**src/sv/assert_macros.svh**
```systemverilog
// ----------------------------------------------------------------------------
// Assertion macros shared by the rational arithmetic RTL
// Clocked on clk_i and held off while rst_ni is low.
// ----------------------------------------------------------------------------
`ifndef ASSERT_MACROS_SVH
`define ASSERT_MACROS_SVH

// Property must hold at every rising edge outside reset
`define RAR_ASSERT(lbl, prop, msg) \
  lbl: assert property (@(posedge clk_i) disable iff (!rst_ni) prop) \
    else $error(msg);

// Condition must never be seen outside reset
`define RAR_ASSERT_NEVER(lbl, expr, msg) \
  `RAR_ASSERT(lbl, !(expr), msg)

`endif

```
**src/sv/rar_pkg.sv**
```systemverilog
// ----------------------------------------------------------------------------
// rar_pkg
// Types and constants shared by the rational arithmetic reduce core.
// ----------------------------------------------------------------------------
`timescale 1ns / 1ps

package rar_pkg;

  // datapath and input widths
  localparam int unsigned DW = 32;
  localparam int unsigned IW = 16;

  // operation codes
  localparam logic [1:0] FUNC_ADD = 2'd0;
  localparam logic [1:0] FUNC_SUB = 2'd1;
  localparam logic [1:0] FUNC_MUL = 2'd2;
  localparam logic [1:0] FUNC_DIV = 2'd3;

  // which fraction is being reduced
  typedef enum logic [1:0] {
    SEL_P,
    SEL_Q,
    SEL_R
  } red_sel_e;

  // what the divider is fed with
  typedef enum logic [1:0] {
    DSRC_REM,
    DSRC_NUM,
    DSRC_DEN
  } div_src_e;

  // multiplier operand pair
  typedef enum logic [2:0] {
    MP_AD,
    MP_CB,
    MP_AC,
    MP_BD,
    MP_BC
  } mul_pair_e;

  // update of the result numerator
  typedef enum logic [1:0] {
    RN_HOLD,
    RN_SET,
    RN_ADD,
    RN_SUB
  } rn_op_e;

  // controller to datapath
  typedef struct packed {
    logic      load;
    logic      gcd_init;
    logic      gcd_step;
    logic      div_start;
    div_src_e  div_src;
    red_sel_e  sel;
    logic      wr_num;
    logic      wr_den;
    mul_pair_e mul_pair;
    rn_op_e    rn_op;
    logic      rd_set;
    logic      out_load;
    logic      out_err;
  } rar_cmd_t;

  // datapath to controller
  typedef struct packed {
    logic x_zero;
    logic y_zero;
    logic div_done;
  } rar_sts_t;

endpackage

```
**src/sv/rar_div.sv**
```systemverilog
// ----------------------------------------------------------------------------
// rar_div
// Unsigned restoring divider, one quotient bit per cycle, 32 steps.
// ----------------------------------------------------------------------------
`timescale 1ns / 1ps
`include "assert_macros.svh"

module rar_div
  import rar_pkg::*;
(
  input  logic          clk_i,
  input  logic          rst_ni,
  input  logic          start_i,
  input  logic [DW-1:0] dividend_i,
  input  logic [DW-1:0] divisor_i,
  output logic [DW-1:0] quot_o,
  output logic [DW-1:0] rem_o,
  output logic          done_o
);

  localparam int unsigned CW = $clog2(DW);

  logic          busy_q;
  logic          done_q;
  logic [CW-1:0] cnt_q;
  logic [DW-1:0] div_q;
  logic [DW-1:0] quo_q;
  logic [DW-1:0] rem_q;

  logic [DW:0]   shifted;
  logic [DW:0]   diff;
  logic          ge;

  // one restoring step
  assign shifted = {rem_q, quo_q[DW-1]};
  assign diff    = shifted - {1'b0, div_q};
  assign ge      = (shifted >= {1'b0, div_q});

  always_ff @(posedge clk_i or negedge rst_ni) begin
    if (!rst_ni) begin
      busy_q <= 1'b0;
      done_q <= 1'b0;
      cnt_q  <= '0;
    end else begin
      done_q <= 1'b0;
      if (start_i) begin
        busy_q <= 1'b1;
        cnt_q  <= '0;
      end else if (busy_q) begin
        cnt_q <= cnt_q + 1'b1;
        if (cnt_q == CW'(DW - 1)) begin
          busy_q <= 1'b0;
          done_q <= 1'b1;
        end
      end
    end
  end

  // payload, no reset
  always_ff @(posedge clk_i) begin
    if (start_i) begin
      rem_q <= '0;
      quo_q <= dividend_i;
      div_q <= divisor_i;
    end else if (busy_q) begin
      rem_q <= ge ? diff[DW-1:0] : shifted[DW-1:0];
      quo_q <= {quo_q[DW-2:0], ge};
    end
  end

  assign quot_o = quo_q;
  assign rem_o  = rem_q;
  assign done_o = done_q;

  `RAR_ASSERT(a_div_no_restart, start_i |-> !busy_q, "divider restarted while busy")
  `RAR_ASSERT(a_div_rem_range, done_q |-> (rem_q < div_q), "remainder not below divisor")

endmodule

```
**src/sv/rar_dp.sv**
```systemverilog
// ----------------------------------------------------------------------------
// rar_dp
// Datapath: operand and result registers, Euclid sign/magnitude pair,
// shared divider, multiplier and output register.
// ----------------------------------------------------------------------------
`timescale 1ns / 1ps
`include "assert_macros.svh"

module rar_dp
  import rar_pkg::*;
(
  input  logic                 clk_i,
  input  logic                 rst_ni,
  input  rar_cmd_t             cmd_i,
  output rar_sts_t             sts_o,
  input  logic signed [IW-1:0] p_num_i,
  input  logic signed [IW-1:0] p_den_i,
  input  logic signed [IW-1:0] q_num_i,
  input  logic signed [IW-1:0] q_den_i,
  output logic signed [DW-1:0] res_num_o,
  output logic signed [DW-1:0] res_den_o,
  output logic                 zero_gcd_error_o
);

  // magnitude of a two's complement word; -2^31 gives 2^31 unsigned
  function automatic logic [DW-1:0] mag_of(input logic [DW-1:0] v);
    return v[DW-1] ? (~v + 1'b1) : v;
  endfunction

  logic signed [DW-1:0] a_q, b_q, c_q, d_q;
  logic signed [DW-1:0] rn_q, rd_q;
  logic signed [DW-1:0] prod_q;
  logic                 x_neg_q, y_neg_q;
  logic [DW-1:0]        x_mag_q, y_mag_q;
  logic signed [DW-1:0] res_num_q, res_den_q;
  logic                 err_q;

  logic [DW-1:0]        n_sel, d_sel;
  logic [DW-1:0]        dvd, dvs;
  logic [DW-1:0]        quot, rem;
  logic                 div_done;
  logic [DW-1:0]        q_num_s, q_den_s;
  logic signed [DW-1:0] m1, m2;
  logic signed [2*DW-1:0] mul_full;

  // fraction under reduction
  always_comb begin
    unique case (cmd_i.sel)
      SEL_P:   begin n_sel = a_q;  d_sel = b_q;  end
      SEL_Q:   begin n_sel = c_q;  d_sel = d_q;  end
      SEL_R:   begin n_sel = rn_q; d_sel = rd_q; end
      default: begin n_sel = a_q;  d_sel = b_q;  end
    endcase
  end

  // divider operands
  always_comb begin
    unique case (cmd_i.div_src)
      DSRC_REM: begin dvd = x_mag_q;       dvs = y_mag_q; end
      DSRC_NUM: begin dvd = mag_of(n_sel); dvs = x_mag_q; end
      DSRC_DEN: begin dvd = mag_of(d_sel); dvs = x_mag_q; end
      default:  begin dvd = x_mag_q;       dvs = y_mag_q; end
    endcase
  end

  rar_div u_div (
    .clk_i      (clk_i),
    .rst_ni     (rst_ni),
    .start_i    (cmd_i.div_start),
    .dividend_i (dvd),
    .divisor_i  (dvs),
    .quot_o     (quot),
    .rem_o      (rem),
    .done_o     (div_done)
  );

  // signed quotients by the gcd; the sign rule of truncating division
  assign q_num_s = (n_sel[DW-1] ^ x_neg_q) ? (~quot + 1'b1) : quot;
  assign q_den_s = (d_sel[DW-1] ^ x_neg_q) ? (~quot + 1'b1) : quot;

  // multiplier operand pairs
  always_comb begin
    unique case (cmd_i.mul_pair)
      MP_AD:   begin m1 = a_q; m2 = d_q; end
      MP_CB:   begin m1 = c_q; m2 = b_q; end
      MP_AC:   begin m1 = a_q; m2 = c_q; end
      MP_BD:   begin m1 = b_q; m2 = d_q; end
      MP_BC:   begin m1 = b_q; m2 = c_q; end
      default: begin m1 = a_q; m2 = d_q; end
    endcase
  end

  assign mul_full = m1 * m2;

  // operand, result and Euclid registers
  always_ff @(posedge clk_i) begin
    prod_q <= mul_full[DW-1:0];

    if (cmd_i.load) begin
      a_q <= {{(DW-IW){p_num_i[IW-1]}}, p_num_i};
      b_q <= {{(DW-IW){p_den_i[IW-1]}}, p_den_i};
      c_q <= {{(DW-IW){q_num_i[IW-1]}}, q_num_i};
      d_q <= {{(DW-IW){q_den_i[IW-1]}}, q_den_i};
    end

    // Euclid pair: x holds the gcd once y reaches zero
    if (cmd_i.gcd_init) begin
      x_neg_q <= n_sel[DW-1];
      x_mag_q <= mag_of(n_sel);
      y_neg_q <= d_sel[DW-1];
      y_mag_q <= mag_of(d_sel);
    end else if (cmd_i.gcd_step) begin
      x_neg_q <= y_neg_q;
      x_mag_q <= y_mag_q;
      y_neg_q <= x_neg_q;
      y_mag_q <= rem;
    end

    if (cmd_i.wr_num) begin
      unique case (cmd_i.sel)
        SEL_P:   a_q  <= q_num_s;
        SEL_Q:   c_q  <= q_num_s;
        SEL_R:   rn_q <= q_num_s;
        default: a_q  <= q_num_s;
      endcase
    end
    if (cmd_i.wr_den) begin
      unique case (cmd_i.sel)
        SEL_P:   b_q  <= q_den_s;
        SEL_Q:   d_q  <= q_den_s;
        SEL_R:   rd_q <= q_den_s;
        default: b_q  <= q_den_s;
      endcase
    end

    // cross products, wrapping to 32 bits
    unique case (cmd_i.rn_op)
      RN_SET:  rn_q <= prod_q;
      RN_ADD:  rn_q <= rn_q + prod_q;
      RN_SUB:  rn_q <= rn_q - prod_q;
      default: ;
    endcase
    if (cmd_i.rd_set) begin
      rd_q <= prod_q;
    end

    // output register; a zero gcd forces 0/0
    if (cmd_i.out_load) begin
      res_num_q <= cmd_i.out_err ? '0 : rn_q;
      res_den_q <= cmd_i.out_err ? '0 : rd_q;
      err_q     <= cmd_i.out_err;
    end
  end

  assign sts_o.x_zero   = (x_mag_q == '0);
  assign sts_o.y_zero   = (y_mag_q == '0);
  assign sts_o.div_done = div_done;

  assign res_num_o        = res_num_q;
  assign res_den_o        = res_den_q;
  assign zero_gcd_error_o = err_q;

  `RAR_ASSERT(a_dp_divisor_nz, cmd_i.div_start |-> (dvs != '0), "divider started with zero divisor")

endmodule

```
**src/sv/rar_ctrl.sv**
```systemverilog
// ----------------------------------------------------------------------------
// rar_ctrl
// Sequencer: three Euclid reductions, quotient divisions and the cross
// product steps, plus the input and output handshakes.
// ----------------------------------------------------------------------------
`timescale 1ns / 1ps
`include "assert_macros.svh"

module rar_ctrl
  import rar_pkg::*;
(
  input  logic       clk_i,
  input  logic       rst_ni,
  input  logic       in_valid_i,
  output logic       in_stall_o,
  input  logic [1:0] func_i,
  output logic       out_valid_o,
  input  logic       out_stall_i,
  output rar_cmd_t   cmd_o,
  input  rar_sts_t   sts_i
);

  typedef enum logic [3:0] {
    S_IDLE,
    S_GINIT,
    S_GTEST,
    S_GDIV,
    S_NDIV,
    S_DDIV,
    S_MUL0,
    S_MUL1,
    S_MUL2,
    S_MUL3,
    S_FIN
  } state_e;

  state_e     state_q;
  red_sel_e   sel_q;
  logic [1:0] func_q;
  logic       err_q;
  logic       out_valid_q;
  logic       out_free;

  assign out_free = !out_valid_q || !out_stall_i;

  // command decode
  always_comb begin
    cmd_o         = '0;
    cmd_o.sel     = sel_q;
    cmd_o.out_err = err_q;
    unique case (state_q)
      S_IDLE:  cmd_o.load = in_valid_i;
      S_GINIT: cmd_o.gcd_init = 1'b1;
      S_GTEST: begin
        cmd_o.div_start = !(sts_i.y_zero && sts_i.x_zero);
        cmd_o.div_src   = sts_i.y_zero ? DSRC_NUM : DSRC_REM;
      end
      S_GDIV:  begin
        cmd_o.gcd_step = sts_i.div_done;
        cmd_o.div_src  = DSRC_REM;
      end
      S_NDIV:  begin
        cmd_o.wr_num    = sts_i.div_done;
        cmd_o.div_start = sts_i.div_done;
        cmd_o.div_src   = DSRC_DEN;
      end
      S_DDIV:  begin
        cmd_o.wr_den  = sts_i.div_done;
        cmd_o.div_src = DSRC_DEN;
      end
      S_MUL0:  cmd_o.mul_pair = (func_q == FUNC_MUL) ? MP_AC : MP_AD;
      S_MUL1:  begin
        cmd_o.mul_pair = MP_CB;
        cmd_o.rn_op    = RN_SET;
      end
      S_MUL2:  begin
        cmd_o.mul_pair = (func_q == FUNC_DIV) ? MP_BC : MP_BD;
        if (func_q == FUNC_ADD) begin
          cmd_o.rn_op = RN_ADD;
        end else if (func_q == FUNC_SUB) begin
          cmd_o.rn_op = RN_SUB;
        end
      end
      S_MUL3:  cmd_o.rd_set = 1'b1;
      S_FIN:   cmd_o.out_load = out_free;
      default: ;
    endcase
  end

  // state and registered handshake outputs
  always_ff @(posedge clk_i or negedge rst_ni) begin
    if (!rst_ni) begin
      state_q     <= S_IDLE;
      sel_q       <= SEL_P;
      func_q      <= FUNC_ADD;
      err_q       <= 1'b0;
      out_valid_q <= 1'b0;
    end else begin
      if (out_valid_q && !out_stall_i) begin
        out_valid_q <= 1'b0;
      end
      unique case (state_q)
        S_IDLE: begin
          if (in_valid_i) begin
            func_q  <= func_i;
            sel_q   <= SEL_P;
            err_q   <= 1'b0;
            state_q <= S_GINIT;
          end
        end
        S_GINIT: state_q <= S_GTEST;
        S_GTEST: begin
          if (sts_i.y_zero && sts_i.x_zero) begin
            err_q   <= 1'b1;
            state_q <= S_FIN;
          end else if (sts_i.y_zero) begin
            state_q <= S_NDIV;
          end else begin
            state_q <= S_GDIV;
          end
        end
        S_GDIV: begin
          if (sts_i.div_done) begin
            state_q <= S_GTEST;
          end
        end
        S_NDIV: begin
          if (sts_i.div_done) begin
            state_q <= S_DDIV;
          end
        end
        S_DDIV: begin
          if (sts_i.div_done) begin
            unique case (sel_q)
              SEL_P: begin
                sel_q   <= SEL_Q;
                state_q <= S_GINIT;
              end
              SEL_Q:   state_q <= S_MUL0;
              default: state_q <= S_FIN;
            endcase
          end
        end
        S_MUL0: state_q <= S_MUL1;
        S_MUL1: state_q <= S_MUL2;
        S_MUL2: state_q <= S_MUL3;
        S_MUL3: begin
          sel_q   <= SEL_R;
          state_q <= S_GINIT;
        end
        S_FIN: begin
          if (out_free) begin
            out_valid_q <= 1'b1;
            state_q     <= S_IDLE;
          end
        end
        default: state_q <= S_IDLE;
      endcase
    end
  end

  assign in_stall_o  = (state_q != S_IDLE);
  assign out_valid_o = out_valid_q;

  `RAR_ASSERT(a_ctrl_done_waited,
    sts_i.div_done |-> (state_q == S_GDIV || state_q == S_NDIV || state_q == S_DDIV),
    "divider finished outside a wait state")
  `RAR_ASSERT_NEVER(a_ctrl_load_overrun, cmd_o.out_load && out_valid_q && out_stall_i,
    "result register overwritten while stalled")

endmodule

```
**src/sv/rational_arith_reduce_core.sv**
```systemverilog
// ----------------------------------------------------------------------------
// rational_arith_reduce_core
// Adds, subtracts, multiplies or divides two 16-bit fractions, reducing both
// operands and the result by a signed Euclid gcd.
//
//   channel | direction | handshake                | beat payload
//   in      | input     | in_valid_i / in_stall_o   | func, p_num, p_den, q_num, q_den
//   out     | output    | out_valid_o / out_stall_i | res_num, res_den, zero_gcd_error
//
// One item at a time. Each Euclid remainder step runs on the shared 32-step
// divider; a reduction is its Euclid steps plus two quotient divisions; an
// item is three reductions, the cross product states S_MUL0 to S_MUL3 and
// the handshake states S_IDLE and S_FIN. A zero gcd ends the item early.
// Reset clears control only. in_stall_o is high from acceptance until the
// result is registered; a stalled output holds the next result in the last state.
// ----------------------------------------------------------------------------
`timescale 1ns / 1ps

module rational_arith_reduce_core
  import rar_pkg::*;
(
  input  logic                 clk_i,
  input  logic                 rst_ni,
  input  logic                 in_valid_i,
  output logic                 in_stall_o,
  input  logic [1:0]           func_i,
  input  logic signed [IW-1:0] p_num_i,
  input  logic signed [IW-1:0] p_den_i,
  input  logic signed [IW-1:0] q_num_i,
  input  logic signed [IW-1:0] q_den_i,
  output logic                 out_valid_o,
  input  logic                 out_stall_i,
  output logic signed [DW-1:0] res_num_o,
  output logic signed [DW-1:0] res_den_o,
  output logic                 zero_gcd_error_o
);

  rar_cmd_t cmd;
  rar_sts_t sts;

  rar_ctrl u_ctrl (
    .clk_i       (clk_i),
    .rst_ni      (rst_ni),
    .in_valid_i  (in_valid_i),
    .in_stall_o  (in_stall_o),
    .func_i      (func_i),
    .out_valid_o (out_valid_o),
    .out_stall_i (out_stall_i),
    .cmd_o       (cmd),
    .sts_i       (sts)
  );

  rar_dp u_dp (
    .clk_i            (clk_i),
    .rst_ni           (rst_ni),
    .cmd_i            (cmd),
    .sts_o            (sts),
    .p_num_i          (p_num_i),
    .p_den_i          (p_den_i),
    .q_num_i          (q_num_i),
    .q_den_i          (q_den_i),
    .res_num_o        (res_num_o),
    .res_den_o        (res_den_o),
    .zero_gcd_error_o (zero_gcd_error_o)
  );

endmodule

```
**config.mk**
```make
export PLATFORM = sky130hd
export DESIGN_NAME = rational_arith_reduce_core
export DESIGN_NICKNAME = d
export VERILOG_FILES = /design/src/sv/rar_pkg.sv /design/src/sv/rar_div.sv /design/src/sv/rar_dp.sv /design/src/sv/rar_ctrl.sv /design/src/sv/rational_arith_reduce_core.sv
export VERILOG_INCLUDE_DIRS = /design/src /design/src/sv
export SDC_FILE = /design/constraint.sdc
export NUM_CORES = 2
export LEC_CHECK = 0
export BUFFER_PORTS_ARGS = -buffer_cell sky130_fd_sc_hd__buf_2
export CAP_MARGIN = 10
export CORE_AREA = 2 2 338 340
export CTS_BUF_LIST = sky130_fd_sc_hd__clkbuf_4
export CTS_CLUSTER_SIZE = 14
export DETAILED_ROUTE_END_ITERATION = 10
export DIE_AREA = 0 0 340 342
export PLACE_DENSITY = 0.64
export SLEW_MARGIN = 20
export SYNTH_ARGS = -nofsm -noshare
export SYNTH_HDL_FRONTEND = slang
export SYNTH_HIERARCHICAL = 1
export SYNTH_SLANG_ARGS = --single-unit
```
**constraint.sdc**
```tcl
create_clock -name clk_i -period 16.7 [get_ports clk_i]
set_input_delay 0.835 -clock clk_i [delete_from_list [all_inputs] [get_ports clk_i]]
set_output_delay 0.835 -clock clk_i [all_outputs]
set_load 0.02 [all_outputs]
```
After elaboration in Yosys (flattened, before gate mapping) --
Index checks and enable logic that the tools add are counted.
Cells by class: add/sub/neg operators 7, multiply operators 1, $lt $le $gt $ge 1, equality and inequality tests 32, mux-type cells 82, bitwise gates (word level) 5, reduce and logical (&&, ||, !) cells 31
Operator list (count):
- 32-bit two-way mux | 29
- 32-bit case mux with 2 select lines | 5
- 32-bit by 1-bit adder with 32-bit output (second input constant) | 3
- 32-bit NOT | 3
- 32-bit case mux with 3 select lines | 1
- 32-bit logical NOT | 2
- 32-bit subtractor | 2
- 4-bit case mux with 11 select lines | 1
- 33-bit by 32-bit >= comparator with 1-bit output | 1
- 32-bit adder | 1
- 32-bit by 32-bit multiplier with 32-bit output | 1
- 4-bit two-way mux | 6
- 1-bit two-way mux | 23
- 4-bit by 3-bit == test with 1-bit output (second input constant) | 4
- 2-bit == test (second input constant) | 6
- 4-bit == test (second input constant) | 3
- 2-bit two-way mux | 6
- 2-bit by 1-bit != test with 1-bit output (second input constant) | 6
- 4-bit nonzero test | 3
- 5-bit two-way mux | 2
- 2-bit nonzero test | 5
- 2-bit OR reduction | 5
- 3-bit case mux with 3 select lines | 1
- 2-bit by 1-bit == test with 1-bit output (second input constant) | 4
- other kinds (24) | 36
Word-level totals: bits in registers 468, bits of input ports 70, output and inout port bits 67

Longest topological paths before layout --
depth in word-level cells 7, gate-level depth with buffers 43

Modules after synthesis --
The synthesis kept the hierarchy.
Modules (own cells, without submodules):
- rar_dp | times used 1, cells an instance 4190, area each 37738.7 um2
- rar_div | times used 1, cells an instance 618, area each 6217.2 um2
- rar_ctrl | times used 1, cells an instance 104, area each 818.3 um2

Worst setup path after synthesis --
Ideal clock, no wire load.
path kind register to register, start point register u_ctrl.state_q[2], end point register u_dp.prod_q[31], library setup time 0.118 ns, data arrival time 9.104 ns, setup slack 7.477 ns, cell stages (with the launch flop) 35, buffers on the path 5, cell sequence dfrtp_1 -> and2b_1 -> nand2_1 -> nor2_1 -> xor2_2 -> a21oi_2 -> buf_6 -> buf_2 -> buf_2 -> buf_1 -> a221o_1 -> clkbuf_1 -> nand2_1 -> fa_1 -> inv_1 -> fa_1 -> fa_1 -> inv_1 -> fa_1 -> fa_1 -> fa_1 -> inv_1 -> fa_1 -> fa_1 -> ha_1 -> a21o_1 -> a21oi_1 -> nor2b_1 -> a311oi_1 -> o211ai_1 -> or3_1 -> nand3_1 -> o21ai_0 -> o41a_1 -> xnor2_1
RTL lines:
- from (decl) | RTL line rar_ctrl.sv:37 | state_e state_q;
- from (signal assigned) | RTL line rar_ctrl.sv:93 | state_q <= S_IDLE;
- from (signal assigned) | RTL line rar_ctrl.sv:108 | state_q <= S_GINIT;
- from (signal assigned) | RTL line rar_ctrl.sv:111 | S_GINIT: state_q <= S_GTEST;
- to (signal assigned) | RTL line rar_dp.sv:97 | prod_q <= mul_full[DW-1:0];
- to (decl) | RTL line rar_dp.sv:32 | logic signed [DW-1:0] prod_q;

==> qor.yml <==
status:
  status: "completed"
worst_setup_path:
  path_class: "register to register"
  worstRegToRegCells: 32
  worstSetupEndpoint: "u_dp/prod_q[31]$_DFF_P_"
  crit_path_start: "u_ctrl/state_q[3]$_DFFE_PN0P_"
  worstSetupPathDepth: 32
  critPathCaptureType: "register"
  critical_path.max_fanout: 29
  cp_slowest_cell: "nor2_4"
  cp_slowest_stage_delay_ps: 840
  worstSetupStartpointType: "register"
  cp.arrival_ps: 12050
  r2r-end: "u_dp/prod_q[31]$_DFF_P_"
  cpMostUsedCell: "fa_1"
  rrSetupSlack_ps: 5550
  reg2reg_from: "u_ctrl/state_q[3]$_DFFE_PN0P_"
  worst-path-buf-inv: 5
  cpLargestDelayFamily: "adder cells"
  required_ps: 17590
synthesis:
  syn-num-nets: 5619
  netlist_instances: 4912
  synth_edf_count: 259
  synth_top_area_share: 0.1833
  async_flop_share: 0.03632
  ys_types: 107
  synthTopCellsByCount: "inv_1, nor2_1, fa_1"
  yosysWarnings: 6
  synth_ff_type: "edfxtp_1"
  ys_ff_latch: 468
  synth-seq-area-share: 0.2691
  syn_avg_cell_area_um2: 9.115
  syn_area_um2: 44770
  yosysMostFrequentCell: "inv_1"
  synth_top_area_cell: "fa_1"
  ys_top_cells_by_area: "fa_1, edfxtp_1, dfxtp_1, ha_1, inv_1"
sta:
  slew_headroom: 0.2181
  period_needed_ps: 11150
  timing.final.ws_setup_ps: 5546
  hold_viol: 0
  max_slew.worst_pin.slew_ps: 1173
  finalMaxSlewViolations: 0
  max_freq_mhz: 89.65
  tns_ps: 0
  finalSetupViolCount: 0
  fin_crit_sh: 0.6679
  skew_ps: 114.1
  rsz0062_at_grt: "no"
detailed_routing:
  dr_total_vias: 38394
  drt_wl_total_mm: 169.4
  initialDrtViolationCount: 4615
  ant_nets: 0
  routedWlPerCell_um: 25.55
  dr.pass1.iters: 6
  vias_per_cell: 5.790
  drc: 0
grt:
  track_usage: 0.2877
  antenna_found_initial: 6
  grt_pass1_vias: 37057
  globalRoute.totalOverflow: 0
  grt_pass1_wl_mm: 247.6
  grt_max_degree: 87
placed_design:
  hpwl_mm: 131.1
  routabilityCongestion: 1.018
  dp_slack_ps: 5781
  post_dp_cell_area_um2: 46950
  portBuffers: 136
power_and_ir_drop:
  power.density_nw_per_um2: 49.17
  ir_drop_mv: 0.04729
  leakage_nw: 21.37
  p_total_w: 0.002404
layout:
  n_fill_cell: 11060
  fin_util: 0.4324
  drive_gt1_frac: 0.1396
  synthToLayoutAreaGrowth_pct: 9.225
  final_area_um2: 48900
  multi_input_area_um2: 29420
  fin_nets: 5707
  ff_latch_area_um2: 12050
clock_tree:
  root_buffer: "clkbuf_4"
  ctsResizeCount: 0
  clk_path_buf_depth: 3
  tritoncts: "built"
  clk_latency_ps: 1070
  htree_levels: 4
  cts_buffers: 138
  path_clk_slew_ps: 60
  cts_sinks: 468
floorplan:
  num_rows: 124
  die_area_um2: 116300
  io_pins: 137
  core_um2: 113100
  die_w_um: 340
  die_y_um: 342
  start_util: 0.3959
job:
  maxCapViolCount: 0
hold_path:
  hold_class: "primary input to register"
[report_power, final]
part	leakage, nW	internal, W	switching [W]
sequential	4.13	0.00120	0.0000000000000000000204
combinational	16.1	0.00000732	0.0000105
clock	1.10	0.000615	0.000569
[timing repair]
action,in CTS,in global routing
hold buffers,8,0
endpoints found under the hold margin,24,0
setup buffers,0,0
[logic make-up after synthesis]
kind of cell,Yosys count,synth area share
simple gates,1429,0.1447
compound gates,971,0.1485
buf+inv,891,0.07827
fa+ha+maj,637,0.2468
flops,468,0.2691
xor+xnor,292,0.05821
mux,224,0.05449
[worst reg2reg max path, delay by kind of cell, from the launching register on]
kind | cells | cell delay, ps
XOR/XNOR | 2 | 510
flip-flops | 1 | 560
AO/OA/AOI/OAI | 9 | 2060
AND/OR/NAND/NOR | 7 | 2770
buffers and inverters | 5 | 710
adder cells (fa/ha/maj) | 9 | 4430
[worst min-delay path by stage]
| stage | start | to | slack, ps | cells after the start |
|---|---|---|---|---|
| after floorplan | u_ctrl/err_q$_DFFE_PN0P_ | u_ctrl/err_q$_DFFE_PN0P_ | 450 | 2 |
| after global placement | u_dp/u_div/cnt_q[4]$_DFFE_PN0P_ | u_dp/u_div/cnt_q[4]$_DFFE_PN0P_ | 510 | 2 |
| after detailed placement | u_dp/u_div/cnt_q[3]$_DFFE_PN0P_ | u_dp/u_div/cnt_q[3]$_DFFE_PN0P_ | 520 | 2 |
| after CTS | q_den_i[6] | u_dp/d_q[6]$_DFF_P_ | 3 | 3 |
| after global routing | q_den_i[7] | u_dp/d_q[7]$_DFF_P_ | 60 | 3 |
| final | q_den_i[6] | u_dp/d_q[6]$_DFF_P_ | 90 | 3 |
[layout make-up]
| class | instances | area share |
|---|---|---|
| diodes | 4 | 0.0002047 |
| multi-input cells | 3553 | 0.6017 |
| repair buffers | 222 | 0.02753 |
| clock buffers | 211 | 0.03239 |
| clock inverters | 44 | 0.005731 |
| well taps | 1512 | 0.03868 |
| inverters | 617 | 0.04741 |
| flip-flops and latches | 468 | 0.2464 |
[cell usage in the layout, fill, tap and decap left out, types with 42 or more instances in the layout]
| cell type | count |
|---|---|
| inv_1 | 613 |
| nor2_1 | 599 |
| fa_1 | 410 |
| nand2_1 | 377 |
| o21ai_0 | 300 |
| edfxtp_1 | 259 |
| ha_1 | 224 |
| clkbuf_4 | 211 |
| dfxtp_1 | 192 |
| a21oi_1 | 187 |
| xnor2_1 | 176 |
| mux2_2 | 157 |
| buf_2 | 136 |
| xor2_1 | 109 |
| nor2b_1 | 90 |
| buf_4 | 78 |
| mux2i_1 | 66 |
| a221o_1 | 64 |
| nand3_1 | 58 |
| a21o_1 | 49 |
| nand2b_1 | 46 |
| a22oi_1 | 42 |
[metal layers]
metal  up-vias  share of wire  GRT usage
met5         -         0.0014    0.01225
met4         6          0.042     0.1147
met3       318           0.13    0.09043
met2      2256           0.41     0.4109
met1     18951           0.42     0.4013
li1      16863              -          -
[state kept, by name, indices dropped and copies added, names as in the netlist, 2 cells and up]
signal / cells
u_dp/y_mag_q: 32
u_dp/u_div/quot_o: 32
u_dp/prod_q: 32
u_ctrl/func_q: 2
u_dp/rd_q: 32
u_dp/b_q: 32
u_dp/res_num_o: 32
u_dp/res_den_o: 32
u_dp/x_mag_q: 32
u_dp/a_q: 32
u_ctrl/state_q: 4
u_dp/u_div/rem_o: 32
u_dp/rn_q: 32
u_dp/c_q: 32
u_dp/u_div/div_q: 32
u_dp/d_q: 32
u_dp/u_div/cnt_q: 5
u_ctrl/sel_q: 2
[metrics by stage]
| stage | hold WS [ps] | instances |
|---|---|---|
| final | 86.84 | 6631 |
| after global routing | 59.54 | 6631 |
| after CTS | 3.251 | 6627 |
| after detailed placement | 518.6 | 6364 |
| after global placement | 508.9 | 6364 |
| after floorplan | 447.4 | 4912 |
Note: power is estimated with default switching activity, not from simulation.
